--- config.mk ---
export PLATFORM = sky130hd
export DESIGN_NAME = strided_run_coalescer_top_flat
export DESIGN_NICKNAME = d
export VERILOG_FILES = /design/src/sv/strc_pkg.sv /design/src/sv/strc_if.sv /design/src/sv/strided_run_coalescer_top.sv /design/src/flat_wrapper.sv
export SDC_FILE = /design/constraint.sdc
export NUM_CORES = 2
export LEC_CHECK = 0
export BUFFER_PORTS_ARGS = -buffer_cell sky130_fd_sc_hd__buf_2
export CORE_MARGIN = 2
export CORE_UTILIZATION = 40
export CTS_BUF_LIST = sky130_fd_sc_hd__clkbuf_2
export CTS_CLUSTER_DIAMETER = 30
export DETAILED_ROUTE_END_ITERATION = 7
export PLACE_DENSITY_LB_ADDON = 0.25
export SETUP_SLACK_MARGIN = 0.2
export SLEW_MARGIN = 10
export SYNTH_ARGS = -nofsm -noshare
export SYNTH_HDL_FRONTEND = slang
export SYNTH_SLANG_ARGS = --single-unit
export TNS_END_PERCENT = 1
--- constraint.sdc ---
create_clock -name i_clk -period 50.5 [get_ports i_clk]
set_input_delay 2.525 -clock i_clk [delete_from_list [all_inputs] [get_ports i_clk]]
set_output_delay 2.525 -clock i_clk [all_outputs]
set_load 0.01 [all_outputs]
--- src/sv/strc_pkg.sv ---
// Package for the strided run coalescer: fixed field widths and result queue sizing.
// No dependencies; compiled first.
package strc_pkg;

    // Byte length of a scatter-gather block
    localparam int LEN_WIDTH   = 31;

    // One entry yields at most this many runs
    localparam int RESULTS_MAX = 2;

    // Result queue sizing
    localparam int FIFO_DEPTH  = 4;
    localparam int PTR_WIDTH   = $clog2(FIFO_DEPTH);
    localparam int FILL_WIDTH  = $clog2(FIFO_DEPTH + 1);

endpackage

--- src/sv/strc_if.sv ---
// Channel interfaces of the strided run coalescer: entry words in, run words out.
// Depends on strc_pkg.
interface strc_entry_if #(
    parameter int ADDR_WIDTH = 48
);
    logic                           valid;
    logic                           ready;
    logic [ADDR_WIDTH-1:0]          entry_address;
    logic [strc_pkg::LEN_WIDTH-1:0] entry_length;
    logic                           last_entry;

    modport source (output valid, entry_address, entry_length, last_entry, input ready);
    modport sink   (input valid, entry_address, entry_length, last_entry, output ready);
endinterface

interface strc_run_if #(
    parameter int ADDR_WIDTH  = 48,
    parameter int COUNT_WIDTH = 16
);
    logic                           valid;
    logic                           ready;
    logic [ADDR_WIDTH-1:0]          request_base;
    logic signed [ADDR_WIDTH:0]     run_offset;
    logic [strc_pkg::LEN_WIDTH-1:0] run_block_size;
    logic [COUNT_WIDTH-1:0]         run_count;
    logic signed [ADDR_WIDTH:0]     run_stride;
    logic                           is_vector;
    logic                           last_run;

    modport source (output valid, request_base, run_offset, run_block_size, run_count,
                     run_stride, is_vector, last_run, input ready);
    modport sink   (input valid, request_base, run_offset, run_block_size, run_count,
                     run_stride, is_vector, last_run, output ready);
endinterface

--- src/sv/strided_run_coalescer_top.sv ---
// Strided run coalescer, top level: run detection and a small result queue.
// Depends on strc_pkg and the channel interfaces in strc_if.sv.
//
// Usage:
//   i_entry takes one scatter-gather word (address, length, last flag) per
//   cycle on valid && ready. o_run gives closed runs: base of the list,
//   signed offset of the run, block size, count, signed stride, vector flag
//   and last-run flag.
//   An entry is classified against the open run in the cycle it is taken:
//   one subtract against the previous block address and a compare. Runs it
//   closes (zero, one or two) are written into a four-word result queue at
//   the same edge, so a run appears on o_run from that queue register,
//   behind any words already queued.
//   Throughput: one entry per cycle while the queue holds two or fewer
//   words; the queue drains one word per cycle while o_run.ready is high. Only
//   an entry that breaks a run and is last of its list yields two words, and
//   the first entry of a list closes nothing, so words never outnumber entries
//   and with o_run.ready held high entries are taken every cycle.
//   Stall: if o_run.ready stays low, the queue fills and i_entry.ready drops
//   once fewer than two slots are free; no word is lost.
//   Reset (synchronous, active low): queue empty, no run open, and the next
//   entry starts a new list.
module strided_run_coalescer_top #(
    parameter int ADDR_WIDTH  = 48,
    parameter int COUNT_WIDTH = 16
) (
    input  logic            i_clk,
    input  logic            i_rst_n,
    strc_entry_if.sink      i_entry,
    strc_run_if.source      o_run
);

    localparam int LW = strc_pkg::LEN_WIDTH;
    localparam int DW = ADDR_WIDTH + 1;                 // signed address difference
    localparam int CMPW = (DW > LW) ? DW : LW;          // stride vs length compare
    localparam int PW = strc_pkg::PTR_WIDTH;
    localparam int FW = strc_pkg::FILL_WIDTH;

    typedef struct packed {
        logic [ADDR_WIDTH-1:0]  request_base;
        logic [DW-1:0]          run_offset;
        logic [LW-1:0]          run_block_size;
        logic [COUNT_WIDTH-1:0] run_count;
        logic [DW-1:0]          run_stride;
        logic                   is_vector;
        logic                   last_run;
    } t_run;

    // Run state
    logic [ADDR_WIDTH-1:0]  r_list_base;
    logic                   r_first_pending;
    logic                   r_run_open;
    logic [ADDR_WIDTH-1:0]  r_run_start;
    logic [LW-1:0]          r_run_length;
    logic [COUNT_WIDTH-1:0] r_blocks;
    logic [DW-1:0]          r_stride;
    logic [ADDR_WIDTH-1:0]  r_prev_addr;

    // Result queue
    t_run                   r_fifo [strc_pkg::FIFO_DEPTH];
    logic [PW-1:0]          r_wr_ptr;
    logic [PW-1:0]          r_rd_ptr;
    logic [FW-1:0]          r_fill;

    logic                   in_fire;
    logic                   out_fire;
    logic [ADDR_WIDTH-1:0]  base_eff;
    logic                   open_eff;
    logic [DW-1:0]          addr_delta;
    logic                   stride_ok;
    logic                   run_grows;
    logic [COUNT_WIDTH-1:0] blocks_inc;
    logic                   saturated;
    logic                   emit_old;
    logic                   emit_new;
    t_run                   old_run;
    t_run                   new_run;
    t_run                   slot0;
    logic [FW-1:0]          push_n;

    assign in_fire  = i_entry.valid && i_entry.ready;
    assign out_fire = o_run.valid && o_run.ready;

    // First entry of a list sets the base and finds no run open
    assign base_eff = r_first_pending ? i_entry.entry_address : r_list_base;
    assign open_eff = r_run_open && !r_first_pending;

    assign addr_delta = {1'b0, i_entry.entry_address} - {1'b0, r_prev_addr};

    // Second block: forward distance of at least one block length
    assign stride_ok = !addr_delta[DW-1] &&
                       (CMPW'(addr_delta) >= CMPW'(r_run_length));

    always_comb begin
        run_grows = 1'b0;
        if (open_eff && (i_entry.entry_length == r_run_length)) begin
            if (r_blocks == COUNT_WIDTH'(1)) begin
                run_grows = stride_ok;
            end else begin
                run_grows = (addr_delta == r_stride);
            end
        end
    end

    assign blocks_inc = r_blocks + COUNT_WIDTH'(1);
    assign saturated  = (blocks_inc == {COUNT_WIDTH{1'b1}});

    // Old run closed by a breaking entry; then either the extended run or the
    // entry's own single-block run
    assign emit_old = open_eff && !run_grows;
    assign emit_new = run_grows ? (saturated || i_entry.last_entry) : i_entry.last_entry;

    always_comb begin
        old_run.request_base   = base_eff;
        old_run.run_offset     = {1'b0, r_run_start} - {1'b0, base_eff};
        old_run.run_block_size = r_run_length;
        old_run.run_count      = r_blocks;
        old_run.is_vector      = (r_blocks >= COUNT_WIDTH'(2));
        old_run.run_stride     = old_run.is_vector ? r_stride : '0;
        old_run.last_run       = 1'b0;

        new_run.request_base = base_eff;
        new_run.last_run     = i_entry.last_entry;
        if (run_grows) begin
            new_run.run_offset     = {1'b0, r_run_start} - {1'b0, base_eff};
            new_run.run_block_size = r_run_length;
            new_run.run_count      = blocks_inc;
            new_run.run_stride     = (r_blocks == COUNT_WIDTH'(1)) ? addr_delta : r_stride;
            new_run.is_vector      = 1'b1;
        end else begin
            new_run.run_offset     = {1'b0, i_entry.entry_address} - {1'b0, base_eff};
            new_run.run_block_size = i_entry.entry_length;
            new_run.run_count      = COUNT_WIDTH'(1);
            new_run.run_stride     = '0;
            new_run.is_vector      = 1'b0;
        end
    end

    assign slot0  = emit_old ? old_run : new_run;
    assign push_n = in_fire ? (FW'(emit_old) + FW'(emit_new)) : '0;

    // Room for the worst case of two words
    assign i_entry.ready = (r_fill <= FW'(strc_pkg::FIFO_DEPTH - strc_pkg::RESULTS_MAX));

    // Run state update
    always_ff @(posedge i_clk) begin
        if (!i_rst_n) begin
            r_list_base     <= '0;
            r_first_pending <= 1'b1;
            r_run_open      <= 1'b0;
            r_run_start     <= '0;
            r_run_length    <= '0;
            r_blocks        <= '0;
            r_stride        <= '0;
            r_prev_addr     <= '0;
        end else if (in_fire) begin
            r_list_base     <= base_eff;
            r_first_pending <= 1'b0;
            if (run_grows) begin
                if (r_blocks == COUNT_WIDTH'(1)) begin
                    r_stride <= addr_delta;
                end
                r_blocks    <= blocks_inc;
                r_prev_addr <= i_entry.entry_address;
                r_run_open  <= !saturated;
            end else begin
                r_run_open   <= 1'b1;
                r_run_start  <= i_entry.entry_address;
                r_run_length <= i_entry.entry_length;
                r_blocks     <= COUNT_WIDTH'(1);
                r_stride     <= '0;
                r_prev_addr  <= i_entry.entry_address;
            end
            // End of list: clear everything, next entry opens a new list
            if (i_entry.last_entry) begin
                r_first_pending <= 1'b1;
                r_run_open      <= 1'b0;
                r_run_start     <= '0;
                r_run_length    <= '0;
                r_blocks        <= '0;
                r_stride        <= '0;
                r_prev_addr     <= '0;
            end
        end
    end

    // Queue storage, up to two writes a cycle
    always_ff @(posedge i_clk) begin
        if (push_n != '0) begin
            r_fifo[r_wr_ptr] <= slot0;
        end
        if (push_n == FW'(2)) begin
            r_fifo[r_wr_ptr + PW'(1)] <= new_run;
        end
    end

    always_ff @(posedge i_clk) begin
        if (!i_rst_n) begin
            r_wr_ptr <= '0;
            r_rd_ptr <= '0;
            r_fill   <= '0;
        end else begin
            r_wr_ptr <= r_wr_ptr + PW'(push_n);
            if (out_fire) begin
                r_rd_ptr <= r_rd_ptr + PW'(1);
            end
            r_fill <= r_fill + push_n - FW'(out_fire);
        end
    end

    assign o_run.valid          = (r_fill != '0);
    assign o_run.request_base   = r_fifo[r_rd_ptr].request_base;
    assign o_run.run_offset     = r_fifo[r_rd_ptr].run_offset;
    assign o_run.run_block_size = r_fifo[r_rd_ptr].run_block_size;
    assign o_run.run_count      = r_fifo[r_rd_ptr].run_count;
    assign o_run.run_stride     = r_fifo[r_rd_ptr].run_stride;
    assign o_run.is_vector      = r_fifo[r_rd_ptr].is_vector;
    assign o_run.last_run       = r_fifo[r_rd_ptr].last_run;

endmodule
--- src/flat_wrapper.sv ---
// flat-port wrapper written by rule: the top's interface ports become plain ports
module strided_run_coalescer_top_flat 
#(
    parameter int ADDR_WIDTH  = 48,
    parameter int COUNT_WIDTH = 16
)
  (i_clk, i_rst_n, i_entry_valid, i_entry_entry_address, i_entry_entry_length, i_entry_last_entry, i_entry_ready, o_run_valid, o_run_request_base, o_run_run_offset, o_run_run_block_size, o_run_run_count, o_run_run_stride, o_run_is_vector, o_run_last_run, o_run_ready);
  strc_entry_if #(.ADDR_WIDTH(ADDR_WIDTH)) i_entry_i ();
  strc_run_if #(.ADDR_WIDTH(ADDR_WIDTH), .COUNT_WIDTH(COUNT_WIDTH)) o_run_i ();
  input  logic i_clk;
  input  logic i_rst_n;
  input wire logic [$bits(i_entry_i.valid)-1:0] i_entry_valid;
  input wire logic [$bits(i_entry_i.entry_address)-1:0] i_entry_entry_address;
  input wire logic [$bits(i_entry_i.entry_length)-1:0] i_entry_entry_length;
  input wire logic [$bits(i_entry_i.last_entry)-1:0] i_entry_last_entry;
  output wire logic [$bits(i_entry_i.ready)-1:0] i_entry_ready;
  output wire logic [$bits(o_run_i.valid)-1:0] o_run_valid;
  output wire logic [$bits(o_run_i.request_base)-1:0] o_run_request_base;
  output wire logic [$bits(o_run_i.run_offset)-1:0] o_run_run_offset;
  output wire logic [$bits(o_run_i.run_block_size)-1:0] o_run_run_block_size;
  output wire logic [$bits(o_run_i.run_count)-1:0] o_run_run_count;
  output wire logic [$bits(o_run_i.run_stride)-1:0] o_run_run_stride;
  output wire logic [$bits(o_run_i.is_vector)-1:0] o_run_is_vector;
  output wire logic [$bits(o_run_i.last_run)-1:0] o_run_last_run;
  input wire logic [$bits(o_run_i.ready)-1:0] o_run_ready;
  assign i_entry_i.valid = i_entry_valid;
  assign i_entry_i.entry_address = i_entry_entry_address;
  assign i_entry_i.entry_length = i_entry_entry_length;
  assign i_entry_i.last_entry = i_entry_last_entry;
  assign i_entry_ready = i_entry_i.ready;
  assign o_run_valid = o_run_i.valid;
  assign o_run_request_base = o_run_i.request_base;
  assign o_run_run_offset = o_run_i.run_offset;
  assign o_run_run_block_size = o_run_i.run_block_size;
  assign o_run_run_count = o_run_i.run_count;
  assign o_run_run_stride = o_run_i.run_stride;
  assign o_run_is_vector = o_run_i.is_vector;
  assign o_run_last_run = o_run_i.last_run;
  assign o_run_i.ready = o_run_ready;
  strided_run_coalescer_top #(.ADDR_WIDTH(ADDR_WIDTH), .COUNT_WIDTH(COUNT_WIDTH)) u_core (.i_clk(i_clk), .i_rst_n(i_rst_n), .i_entry(i_entry_i), .o_run(o_run_i));
endmodule
Word level (Yosys, flattened, before mapping)
Memory sizes are Yosys's and may differ from the RTL's. A register that Yosys moved wholly into a read port is not among the register bits.
Cells that the tools add are included.
- reduce and logical (&&, ||, !) cells: 14
- add/subtract/negate cells: 10
- order comparisons: 3
- equality and inequality tests: 6
- mux-type cells: 27
- operators with widths (cell ; number):
    two-way mux 49 bit ; 4
    two-way mux 48 bit ; 4
    two-way mux 147 bit ; 1
    subtractor 48 x 48 -> 49 bit ; 3
    two-way mux 146 bit ; 1
    two-way mux 31 bit ; 2
    == test 49 bit ; 1
    >= comparator 49 x 31 -> 1 bit ; 1
    two-way mux 16 bit ; 2
    == test 31 bit ; 1
    adder 16 x 1 -> 16 bit (second input constant) ; 1
    == test 16 x 1 -> 1 bit (second input constant) ; 1
    == test 16 bit (second input constant) ; 1
    >= comparator 16 x 2 -> 1 bit (second input constant) ; 1
    two-way mux 1 bit ; 10
    logical AND 1 bit ; 6
    nonzero test 3 bit ; 2
    adder 2 x 1 -> 2 bit (second input constant) ; 2
    zero test 1 bit ; 4
    two-way mux 2 bit ; 2
    adder 3 bit ; 1
    == test 3 x 2 -> 1 bit (second input constant) ; 1
    <= comparator 3 x 2 -> 1 bit (second input constant) ; 1
    two-way mux 3 bit ; 1
    6 further kinds ; 6
- word-level logic and storage cells: 72
- flip-flop bits (word level): 249
- memories: 1
- RAM bits: 780
- memories (memory ; words ; bits a word ; rd ports ; clocked after memory_dff ; wr ports ; RTL line ; source):
    u_core.r_fifo ; 4 ; 195 ; 1 ; 1 ; 2 ; strided_run_coalescer_top.sv:60 ; t_run r_fifo [strc_pkg::FIFO_DEPTH];

Depth between registers and ports, before layout
- depth after elaboration: 12
- depth in mapped cells: 37
- gate-level depth less buffers: 30

Worst setup path after synthesis
No wires, ideal clock.
- kind: input port to flip-flop
- start: input i_entry_entry_address[0]
- end: memory u_core.r_fifo[2][0] (netlist bit) (enable)
- stages on the path: 29
- buffers on the path: 4
- setup slack: 31.985 ns
- data arrival time: 17.701 ns
- setup time: 0.814 ns
- cells stage by stage: inv_1 > ha_1 > fa_1 > nand2b_1 > a211oi_2 > o2111ai_1 > a31oi_1 > a21oi_1 > xnor2_1 > ha_1 > nand2_1 > nor3_1 > a221oi_1 > o211ai_1 > nor2_1 > o21ai_0 > a2111oi_0 > nand4_1 > o41ai_4 > o31ai_2 > buf_4 > buf_2 > buf_2 > nor2_1 > ha_1 > clkbuf_1 > nor3b_1 > o21ai_0 > a21oi_1
- RTL lines (item ; RTL line ; source):
    start: declaration ; flat_wrapper.sv:13 ; input wire logic [$bits(i_entry_i.entry_address)-1:0] i_entry_entry_address;
    end: declaration ; strided_run_coalescer_top.sv:60 ;

==> reports/qor.yml <==
critical_path.max_stage_delay_ns: 0.93
groute.usage.overall_pct: 23.87
ctsHoldBuffers: 0
critPathLaunchType: "primary input"
area_delta_synth_final_pct: 10.21
drc: 0
cts_resized: 0
min_from: "u_core.r_prev_addr[14]"
die-area_um2: 146300
synth_seq_cells: 1031
portBuffers: 280
cts_setup_buffers: 0
clk_pin_slew_ns: 0.08
power.leakage_nw: 25.03
maxCapViolCount: 0
wl_per_cell_um: 23.96
yosysUniqueCellTypes: 92
via_per_inst: 5.789
hpwl_mm: 122.8
min_period_ns: 11.85
max-slew-margin-rel_pct: 16.96
r2r-start: "u_core.r_prev_addr[1]"
synth.avg_cell_area_um2: 11.52
synth_nets: 5247
yosysWarnings: 0
wirelength_mm: 178.4
io_pins: 281
synthCells: 4975
synthMuxAreaShare_pct: 12.24
synth_commonest_cells: "780 x edfxtp_1, 455 x nand2_1, 267 x a21o_1"
die_h_um: 382.5
yosys.area_share.simple_pct: 11.77
post-place-ws_ns: 37.27
setup_ws_ns: 38.65
synth-edff-count: 780
place_congestion: 0.9281
synth.most_common_cell: "edfxtp_1"
insertion_delay_ns: 1.76
ant_nets: 0
async_reset_ff_share_pct: 0
drive_gt1_share_pct: 21.37
synth_top_area_cell: "edfxtp_1"
netlist.area_leader.share_pct: 40.88
synth_compound_area_share_pct: 14.92
finalSetupViolCount: 0
final_nets: 5575
htreeDepth: 5
vias: 43110
numCtsBuffers: 315
ys.flop_type: "edfxtp_1"
ys_seq_area_share_pct: 49.65
antenna_found_initial: 33
end_kind: "flop"
synth_xor_xnor_area_share_pct: 3.276
fmax_mhz: 84.41
fin_crit_sh_pct: 23.46
crit_start: "i_entry_entry_address[0]"
num_rows: 138
crit_fanout: 200
core_area_um2: 141900
drt_iter0_drc: 3871
cp.depth: 30
rsz0062_at_grt: "false"
holdPathStages: 2
path_buf_inv: 6
grt_first_pass_wirelength_mm: 265.2
tightest_slew_ns: 1.246
drv_slew: 0
gr-total-overflow: 0
clock_path_buffers: 4
syn_area_um2: 57290
synth_top_family_by_area: "compound AO/OA/AOI/OAI gates"
grt_pass1_vias: 42030
synth_fa_ha_area_share_pct: 4.158
synthTopCellsByArea: "edfxtp_1 41%, dfxtp_1 8.8%, mux4_2 7.7%"
reg2regPathDepth: 29
cts_root_buffer: "clkbuf_2"
die_width_um: 382.5
outcome: "complete, no violations"
cts_tree: "done"
cts_sinks: 1031
crit_arrival_ns: 13.06
hold_path_class: "flop to flop"
firstDrtPassIters: 6
slowest_stage: "buf_4"
grt_max_degree: 201
path_class: "primary input to flop"
hold_viol: 0
path_delay_family: "compound AO/OA/AOI/OAI gates"
peakVddDrop_v: 0.00002547
powerDensity_nw_per_um2: 39.95
fin_setup_tns_ns: 0
start_util_pct: 40.37
crit_required_ns: 51.72
fin_skew_ns: 0.2149
==> cells in the final DEF, fill, tap and decap left out, types with 116 or more instances in the layout <==
| master | synthesis | final |
|---|---|---|
| nand3_1 | 178 | 178 |
| nor2_1 | 157 | 155 |
| nand2_1 | 455 | 451 |
| ha_1 | 184 | 184 |
| mux4_2 | 195 | 195 |
| mux2i_1 | 121 | 121 |
| buf_2 | 46 | 278 |
| clkbuf_2 | 1 | 447 |
| a21oi_1 | 173 | 170 |
| o21ai_0 | 260 | 260 |
| xnor2_1 | 116 | 116 |
| inv_1 | 235 | 235 |
| edfxtp_1 | 780 | 780 |
| dfxtp_1 | 251 | 248 |
| a21o_1 | 267 | 267 |
==> final timing paths <==
kind                                                to  slack, ns
worst min-delay path            u_core.r_prev_addr[14]       0.47
worst max register to register   u_core.r_fifo[2][113]      39.33
worst max-delay path             u_core.r_fifo[2][113]      38.65
worst min register to register  u_core.r_prev_addr[14]       0.47
==> registers in the layout (all words and copies together), names as in the netlist, named ones only <==
name	flops
u_core.r_run_length	31
u_core.r_rd_ptr	2
u_core.r_blocks	16
u_core.r_fifo	780
u_core.r_run_start	48
u_core.r_first_pending	1
u_core.r_run_open	1
u_core.r_fill	3
u_core.r_stride	49
u_core.r_list_base	48
u_core.r_prev_addr	48
u_core.r_wr_ptr	2
==> routing by layer <==
layer  track usage [%]  share of wire (%)  wire [um]
met5                 0              0.040         72
met4             7.779                2.8       4971
met3             4.816                6.5      11540
met2             38.54                 47      84130
met1             32.09                 44      77730
==> cell type report <==
| type | count | area [um2] |
|---|---|---|
| antenna | 25 | 62.56 |
| clock buffer | 447 | 2237 |
| clock inverter | 99 | 534.3 |
| fill | 13570 | 78790 |
| inverter | 235 | 882.1 |
| multi-input combinational | 3375 | 26670 |
| sequential | 1031 | 28460 |
| tap | 1890 | 2365 |
| timing repair buffer | 345 | 1927 |
==> cells by family after synthesis <==
logic type	count (synthesis)
simple gates	1305
mux	441
fa+ha+maj	188
compound gates	1233
flops	1031
buf+inv	569
xor+xnor	208
==> per-stage QoR <==
step,util (%),power [mW],hold slack (ns),cell area (um2),instances
2_1_floorplan,-,1.625,0.4410,57290,4975
3_3_place_gp,42.49,1.900,0.4552,60310,6876
3_5_place_dp,42.49,1.908,0.4572,60310,6876
4_1_cts,44.44,2.549,0.4715,63080,7422
5_1_grt,44.47,2.665,0.4895,63110,7435
6_report,44.49,2.522,0.4687,63140,7447
==> report_power, final <==
group	internal (mW)	switching (mW)
sequential	0.999	0.0345
combinational	0.341	0.512
clock	0.264	0.372
total	1.60	0.918
==> worst register-to-register path, delay by kind of cell, from the launching register on <==
family | cells | cell delay [ns]
and+or+nand+nor | 8 | 2.00
AOI/OAI and AO/OA | 12 | 4.06
DFF | 1 | 0.39
xor gates and xnor gates | 1 | 0.50
adders and majority gates | 3 | 0.96
buffers and inverters | 5 | 2.77
Note: power is estimated with default switching activity, not from simulation.
